### src/rtl/mph_pkg.sv
// ----------------------------------------------------------------------------
// mph_pkg
// Shared types and constants for the min-heap priority queue core.
// ----------------------------------------------------------------------------
package mph_pkg;

	localparam int KEY_W        = 32;
	localparam int TAG_W        = 16;
	localparam int STATUS_W     = 2;
	localparam int CNT_OUT_W    = 5;
	localparam int CAPACITY_DEF = 16;

	// operation codes
	localparam logic FUNC_PUSH = 1'b0;
	localparam logic FUNC_POP  = 1'b1;

	// result status codes
	localparam logic [STATUS_W-1:0] ST_OK    = 2'd0;
	localparam logic [STATUS_W-1:0] ST_EMPTY = 2'd1;
	localparam logic [STATUS_W-1:0] ST_FULL  = 2'd2;

	typedef struct packed {
		logic signed [KEY_W-1:0] key;
		logic        [TAG_W-1:0] tag;
	} entry_t;

endpackage

### src/rtl/mph_ram.sv
// ----------------------------------------------------------------------------
// mph_ram
// Generic RAM: one write port, two read ports, registered read data.
// ----------------------------------------------------------------------------
module mph_ram #(
	parameter int WIDTH = 48,
	parameter int DEPTH = 16
) (
	input  logic                     clk,
	input  logic                     we,
	input  logic [$clog2(DEPTH)-1:0] waddr,
	input  logic [WIDTH-1:0]         wdata,
	input  logic [$clog2(DEPTH)-1:0] raddr_a,
	input  logic [$clog2(DEPTH)-1:0] raddr_b,
	output logic [WIDTH-1:0]         rdata_a,
	output logic [WIDTH-1:0]         rdata_b
);

	logic [WIDTH-1:0] mem_q [DEPTH];

	always_ff @(posedge clk) begin
		if (we) begin
			mem_q[waddr] <= wdata;
		end
		rdata_a <= mem_q[raddr_a];
		rdata_b <= mem_q[raddr_b];
	end

endmodule

### src/rtl/min_heap_priority_queue_core.sv
// ----------------------------------------------------------------------------
// min_heap_priority_queue_core
// Binary min-heap of (key, tag) entries with push and pop-minimum requests.
// ----------------------------------------------------------------------------
// A request is taken when start is high and busy is low. The heap lives in a
// two-read RAM. A small sequencer walks one heap level at a time: a RAM read,
// then a compare and write back through the key comparators.
// While busy is high after the request is taken, the sequencer does:
//   - push into an empty heap: the final write only;
//   - push: a read and a compare per parent, and a final write when the
//     entry climbs to the root;
//   - pop: a fetch of the root and the last entry, then a read and a compare
//     per level (a pop of the only entry takes just the fetch).
// The worst case is a pop that sinks to the bottom. Pop on an empty heap and
// push on a full one hold busy for one cycle, return an error status and
// leave the heap untouched. The result shows for exactly one cycle with done
// high, in the same cycle that busy drops; there is no way to hold it, so
// capture it then. A new request may be taken in that cycle.
module min_heap_priority_queue_core
	import mph_pkg::*;
#(
	parameter int CAPACITY = CAPACITY_DEF
) (
	input  logic                       clk,
	input  logic                       arst_n,
	input  logic                       start,
	output logic                       busy,
	input  logic                       func,
	input  logic signed [KEY_W-1:0]    push_key,
	input  logic        [TAG_W-1:0]    push_tag,
	output logic                       done,
	output logic signed [KEY_W-1:0]    out_key,
	output logic        [TAG_W-1:0]    out_tag,
	output logic        [STATUS_W-1:0] status,
	output logic        [CNT_OUT_W-1:0] count_after
);

	localparam int IDX_W = $clog2(CAPACITY);
	localparam int CNT_W = $clog2(CAPACITY + 1);
	localparam int CMP_W = IDX_W + 2;

	typedef enum logic [3:0] {
		S_IDLE, S_UP_RD, S_UP_CMP, S_PLACE, S_POP_RD, S_POP_LD,
		S_DN_RD, S_DN_CMP, S_FIN
	} state_t;

	state_t                  state_q;
	logic                    busy_q;
	logic                    done_q;
	logic [CNT_W-1:0]        count_q;
	logic [IDX_W-1:0]        pos_q;
	entry_t                  item_q;
	logic signed [KEY_W-1:0] out_key_q;
	logic [TAG_W-1:0]        out_tag_q;
	logic [STATUS_W-1:0]     status_q;
	logic [CNT_OUT_W-1:0]    count_after_q;

	logic                    wr_en;
	logic [IDX_W-1:0]        wr_addr;
	entry_t                  wr_data;
	logic [IDX_W-1:0]        rd_addr_a;
	logic [IDX_W-1:0]        rd_addr_b;
	entry_t                  rd_a;
	entry_t                  rd_b;

	logic [IDX_W-1:0]        parent_idx;
	logic [CMP_W-1:0]        lc_ext;
	logic [CMP_W-1:0]        rc_ext;
	logic [CMP_W-1:0]        cnt_ext;
	logic                    lc_ok;
	logic                    rc_ok;
	logic                    up_less;
	logic                    take_l;
	logic                    take_r;
	logic signed [KEY_W-1:0] best_key;
	logic [IDX_W-1:0]        child_idx;
	entry_t                  child_ent;
	logic                    finish;
	logic                    accept;

	mph_ram #(
		.WIDTH ($bits(entry_t)),
		.DEPTH (CAPACITY)
	) u_heap_ram (
		.clk     (clk),
		.we      (wr_en),
		.waddr   (wr_addr),
		.wdata   (wr_data),
		.raddr_a (rd_addr_a),
		.raddr_b (rd_addr_b),
		.rdata_a (rd_a),
		.rdata_b (rd_b)
	);

	assign accept = start && !busy_q;

	// child and parent indexes, and the key compares
	always_comb begin
		parent_idx = IDX_W'((pos_q - 1'b1) >> 1);
		lc_ext     = {1'b0, pos_q, 1'b1};
		rc_ext     = lc_ext + 1'b1;
		cnt_ext    = CMP_W'(count_q);
		lc_ok      = lc_ext < cnt_ext;
		rc_ok      = rc_ext < cnt_ext;
		up_less    = item_q.key < rd_a.key;
		take_l     = lc_ok && (rd_a.key < item_q.key);
		best_key   = take_l ? rd_a.key : item_q.key;
		take_r     = rc_ok && (rd_b.key < best_key);
		child_idx  = take_r ? rc_ext[IDX_W-1:0] : lc_ext[IDX_W-1:0];
		child_ent  = take_r ? rd_b : rd_a;
	end

	always_comb begin
		rd_addr_a = '0;
		rd_addr_b = '0;
		wr_en     = 1'b0;
		wr_addr   = pos_q;
		wr_data   = item_q;
		finish    = 1'b0;
		case (state_q)
			S_UP_RD: begin
				rd_addr_a = parent_idx;
			end
			S_UP_CMP: begin
				wr_en = 1'b1;
				if (up_less) begin
					wr_data = rd_a;
				end else begin
					finish = 1'b1;
				end
			end
			S_PLACE: begin
				wr_en  = 1'b1;
				finish = 1'b1;
			end
			S_POP_RD: begin
				rd_addr_b = count_q[IDX_W-1:0];
			end
			S_POP_LD: begin
				finish = (count_q == '0);
			end
			S_DN_RD: begin
				rd_addr_a = lc_ext[IDX_W-1:0];
				rd_addr_b = rc_ext[IDX_W-1:0];
			end
			S_DN_CMP: begin
				wr_en = 1'b1;
				if (take_l || take_r) begin
					wr_data = child_ent;
				end else begin
					finish = 1'b1;
				end
			end
			S_FIN: begin
				finish = 1'b1;
			end
			default: begin
			end
		endcase
	end

	always_ff @(posedge clk or negedge arst_n) begin
		if (!arst_n) begin
			state_q       <= S_IDLE;
			busy_q        <= 1'b0;
			done_q        <= 1'b0;
			count_q       <= '0;
			pos_q         <= '0;
			item_q        <= '0;
			out_key_q     <= '0;
			out_tag_q     <= '0;
			count_after_q <= '0;
			status_q      <= ST_OK;
		end else begin
			done_q <= finish;
			case (state_q)
				S_IDLE: begin
					if (accept) begin
						busy_q    <= 1'b1;
						out_key_q <= '0;
						out_tag_q <= '0;
						item_q    <= '{key: push_key, tag: push_tag};
						if (func == FUNC_PUSH) begin
							if (count_q == CNT_W'(CAPACITY)) begin
								status_q <= ST_FULL;
								state_q  <= S_FIN;
							end else begin
								status_q <= ST_OK;
								pos_q    <= count_q[IDX_W-1:0];
								count_q  <= count_q + 1'b1;
								state_q  <= (count_q == '0) ? S_PLACE : S_UP_RD;
							end
						end else begin
							if (count_q == '0) begin
								status_q <= ST_EMPTY;
								state_q  <= S_FIN;
							end else begin
								status_q <= ST_OK;
								count_q  <= count_q - 1'b1;
								state_q  <= S_POP_RD;
							end
						end
					end
				end
				S_UP_RD: begin
					state_q <= S_UP_CMP;
				end
				S_UP_CMP: begin
					if (up_less) begin
						pos_q   <= parent_idx;
						state_q <= (parent_idx == '0) ? S_PLACE : S_UP_RD;
					end
				end
				S_POP_RD: begin
					state_q <= S_POP_LD;
				end
				S_POP_LD: begin
					// root goes out, last entry becomes the hole's occupant
					out_key_q <= rd_a.key;
					out_tag_q <= rd_a.tag;
					item_q    <= rd_b;
					pos_q     <= '0;
					if (count_q != '0) begin
						state_q <= S_DN_RD;
					end
				end
				S_DN_RD: begin
					state_q <= S_DN_CMP;
				end
				S_DN_CMP: begin
					if (take_l || take_r) begin
						pos_q   <= child_idx;
						state_q <= S_DN_RD;
					end
				end
				default: begin
				end
			endcase
			if (finish) begin
				state_q       <= S_IDLE;
				busy_q        <= 1'b0;
				count_after_q <= CNT_OUT_W'(count_q);
			end
		end
	end

	assign busy        = busy_q;
	assign done        = done_q;
	assign out_key     = out_key_q;
	assign out_tag     = out_tag_q;
	assign status      = status_q;
	assign count_after = count_after_q;

	a_accept_busy: assert property (@(posedge clk) disable iff (!arst_n)
		accept |=> busy_q)
		else $error("request taken but core not busy");

	a_done_idle: assert property (@(posedge clk) disable iff (!arst_n)
		done_q |-> (!busy_q && state_q == S_IDLE))
		else $error("done while sequencer active");

	a_busy_end: assert property (@(posedge clk) disable iff (!arst_n)
		$fell(busy_q) |-> done_q)
		else $error("request finished without result");

	a_count_max: assert property (@(posedge clk) disable iff (!arst_n)
		count_q <= CNT_W'(CAPACITY))
		else $error("entry count above capacity");

	a_err_zero: assert property (@(posedge clk) disable iff (!arst_n)
		(done_q && status_q != ST_OK) |-> (out_key_q == '0 && out_tag_q == '0))
		else $error("error result carries payload");

	a_wr_range: assert property (@(posedge clk) disable iff (!arst_n)
		wr_en |-> (CNT_W'(wr_addr) < count_q))
		else $error("heap write beyond held entries");

endmodule
### config.mk
export PLATFORM = sky130hd
export DESIGN_NAME = min_heap_priority_queue_core
export DESIGN_NICKNAME = d
export VERILOG_FILES = /design/src/rtl/mph_pkg.sv /design/src/rtl/mph_ram.sv /design/src/rtl/min_heap_priority_queue_core.sv
export SDC_FILE = /design/constraint.sdc
export NUM_CORES = 2
export LEC_CHECK = 0
export ABC_CLOCK_PERIOD_IN_PS = 16350
export BUFFER_PORTS_ARGS = -buffer_cell sky130_fd_sc_hd__buf_2
export CAP_MARGIN = 20
export CORE_ASPECT_RATIO = 2
export CORE_MARGIN = 1
export CORE_UTILIZATION = 58
export CTS_CLUSTER_SIZE = 14
export DETAILED_ROUTE_END_ITERATION = 7
export PLACE_DENSITY = 0.75
export REMOVE_ABC_BUFFERS = 1
export SETUP_SLACK_MARGIN = 0.3
export SLEW_MARGIN = 20
export SYNTH_ARGS = -nofsm -noshare
export SYNTH_HDL_FRONTEND = slang
export SYNTH_HIERARCHICAL = 1
export SYNTH_SLANG_ARGS = --single-unit
export TNS_END_PERCENT = 50
### constraint.sdc
create_clock -name clk -period 16.35 [get_ports clk]
set_input_delay 1.635 -clock clk [delete_from_list [all_inputs] [get_ports clk]]
set_output_delay 1.635 -clock clk [all_outputs]
set_load 0.1 [all_outputs]
==> results.md <==
- Outcome: complete, no violations
- Reg-to-reg endpoint: u_heap_ram/mem_q[7][12]
- Post-cts sizing count: 0
- Critical path's slowest cell: nand2_4
- Fin Clk Skew: 24.6 ps
- Rows: 144
- Leakage Power: 19.5 nW
- Hold EP: item_q[9]
- Total core area: 76,900 um2
- Final Cell Area: 49,500 um2
- Post-Synthesis Cells: 2,765
- Clk sinks: 982
- DR vias/cell: 7.11
- Largest net degree at the start of global routing: 149
- I/O pin total: 109
- Global Route Usage Sum: 33.4%
- GR peak layer: met2
- Maximum clock rate: 122 MHz
- Die area: 78,900 um2
- WP data required: 16,760 ps
- FF-to-FF path depth: 20
- Fillers: 5,250
- Seq/Total Area, Yosys: 62.0%
- Final Hold Viols: 0
- Post-CTS Hold Buffers: 0
- Yosys cell types: 66
- Max clock buf depth: 3
- Die X-Extent: 199 um
- Final Cycle Share: 50.0%
- Netlist Area Pre-Place: 45,100 um2
- Register-to-register setup slack: 8170 ps
- WL final: 127,000 um
- Hold path depth: 2
- Kind of critical path: flip-flop to flip-flop
- Antenna cell count: 0
- Ys async rst share: 12.0%
- Final setup margin: 8170 ps
- Vias in the first global route: 29,207
- Cell Pwr Density: 94.6 nW/um2
- Worst slew margin: 17.9%
- Routed WL per cell: 32.4 um
- Instance count on the critical path: 20
- Critical Path End Type: flip-flop
- Synth Area per Inst: 16.3 um2
- Initial antenna violation count: 1
- # DRC: 0
- Setup-failing EPs final: 0
- EDFF count, synth: 768
- CTS clk-pin slew, worst paths: 70 ps
- Post-synth top area cell: edfxtp_1
- VDD IR max: 77.2 uV
- Fin Setup TNS: 0 ps
- Grt met2 use: 54.4%
- Multi-input gate area: 16,300 um2
- Starting Density: 58.6%
- CP delay by family, top: compound AO/OA/AOI/OAI gates
- CTS buffer count: 85
- Clock latency on the worst-skew pair: 690 ps
- Slew Limit Fails: 0
- Place WS: 8340 ps
- Worst r2r src: item_q[29]
- CP max stage delay: 740 ps
- Total power: 4.69 mW
- Routed Antenna Nets: 0
- Main flop type after synthesis: edfxtp_1
- Synth Register Bits: 982
- Worst-Margin Slew: 1230 ps
- Hold Startpoint: u_heap_ram/rdata_b[9]
- Hpwl dp: 70,400 um
- Crit path cell chain: inv_1 > ha_1 > nand4_1 > a21oi_1 > o41a_1 > o31ai_2 > nand2_4 > mux2i_1 > ha_1 > a21o_1 > a21o_1 > a21oi_1 > o221ai_1 > a221oi_1 > mux2i_1 > a31oi_4 > buf_4 > a41o_1 > a22oi_1 > nand2_1
- RePlAce Congestion: 0.919
- Hold Crit Class: flip-flop to flip-flop
- Nets: 2,966
- Min Clock Period, post-route: 8180 ps
- Register area: 27,900 um2
- DR iter-0 viols: 3,257
- Postcts setup bufs: 0
- M3 GR Usage: 6.17%
- CTS tree: done
- Main area contributors after synthesis: edfxtp_1 51%, mux4_2 19%, dfrtp_1 6.6%, dfxtp_1 4.3%, a22oi_1 4.0%
- Initial DRT Pass Iterations: 6
- RSZ-0062 raised after global routing: no
- Die Y-Extent: 396 um
- GRT overflow: 0
- Startpoint Class: flip-flop
- Ratio of cells with drive above 1 in the final layout: 24.7%
- P&R area growth vs syn: 9.94%
- Yosys warning count: 6
- Post-layout util: 64.4%
- Root Buffer: clkbuf_16
- Port buffer count: 108
- CP Max Fanout: 52
- Met1 GRT Util: 40.7%
- Total number of vias: 27,953
- Global-route wire length before repair: 187,000 um
- Max H-tree Level: 3
- Worst EP arrival: 8590 ps
- Max-cap viol count: 0
- WP buf/inv: 2
- Top-area cell type share of the netlist area: 51.2%
- Placed Area: 46,800 um2
==> stage by stage <==
step / instances / hold WS, ps
finish: 3932 / 470
global route: 3932 / 498
CTS: 3928 / 470
detailed placement: 3768 / 453
global placement: 3768 / 442
floorplan: 2573 / 428
==> cells in the mapped netlist (all sizes together) (3+ instances only) <==
cell / instances
edfxtp: 768
mux4: 384
nand2: 320
a22oi: 241
o21ai: 194
dfrtp: 118
buf: 104
dfxtp: 96
mux2i: 94
clkbuf: 88
ha: 76
inv: 46
nor2: 45
a21oi: 29
a21o: 21
nand4: 15
nor3: 12
nand3: 11
nor2b: 9
a211oi: 8
o21a: 8
and2: 6
mux2: 6
xor2: 6
a31oi: 5
and3: 5
nand2b: 5
xnor2: 5
nand3b: 4
nor4: 4
o31ai: 3
==> registers in the layout, summed over array words and instances, names as in the netlist <==
register,count
u_heap_ram/rdata_a,48
out_tag,16
done,1
state_q,4
item_q,48
u_heap_ram/rdata_b,48
out_key,32
count_after,5
pos_q,4
status,2
busy,1
u_heap_ram/mem_q,768
count_q,5
==> tightest hold or removal path: stages, from the launching register on <==
cell and delay [ps]:
dfxtp_1 310, nand2_1 50, o21ai_0 70
==> per-layer routing <==
layer	routed length (um)	share of wire (%)
met1	42100	33
met2	62800	49
met3	13200	10
met4	9180	7.2
met5	10	0.0079
==> final cells by class <==
type,instances,area share (%)
inverter,46,0.349
multi-input combinational,1545,32.9
sequential,982,56.4
clock inverter,17,0.366
clock buffer,143,5.09
tap,1022,2.58
timing repair buffer,177,2.27
==> worst max path at each step <==
stage	startpoint	end	slack [ps]
after floorplan	state_q[0]	u_heap_ram/rdata_b[0]	-9450
after global placement	item_q[23]	u_heap_ram/mem_q[10][27]	8640
after detailed placement	item_q[31]	u_heap_ram/mem_q[0][40]	8340
after CTS	item_q[29]	u_heap_ram/mem_q[2][40]	8190
after global routing	item_q[25]	u_heap_ram/mem_q[14][13]	8190
final	item_q[29]	u_heap_ram/mem_q[7][12]	8170
==> kinds of logic after synthesis <==
family / count (synthesis) / share of synthesized area (%)
xor+xnor: 11 / 0.214
simple gates: 442 / 4.11
compound gates: 531 / 7.75
fa+ha+maj: 77 / 2.15
flops: 982 / 62.0
buf+inv: 238 / 2.33
mux: 484 / 21.4
==> where the power goes <==
group / switching [mW] / leakage [nW] / internal (mW)
Sequential: 0 / 11.0 / 2.66
Clock: 0.908 / 1.30 / 1.10
Combinational: 0.0142 / 7.17 / 0.00558
Total: 0.922 / 19.5 / 3.76
==> placed cells by master (no fill, tap or decap), drive strengths merged, types with 3 or more instances in the layout <==
master	Yosys	routed
nand2	320	320
dfxtp	96	96
nand3	11	11
dfrtp	118	118
edfxtp	768	768
nor2	45	45
ha	76	76
o21ai	194	194
inv	46	49
clkinv	0	10
mux4	384	384
xnor2	5	5
nand4	15	15
a211oi	8	8
and2	6	6
xor2	6	6
mux2i	94	94
o21a	8	8
a21oi	29	29
nor3	12	12
a21o	21	21
and3	5	5
clkbuf	88	144
nand2b	5	5
nand3b	4	4
a31oi	5	5
nor2b	9	9
nor4	4	4
buf	104	176
a22oi	241	241
o31ai	3	3
bufinv	0	3
mux2	6	6
(Power assumes the default switching activity.)
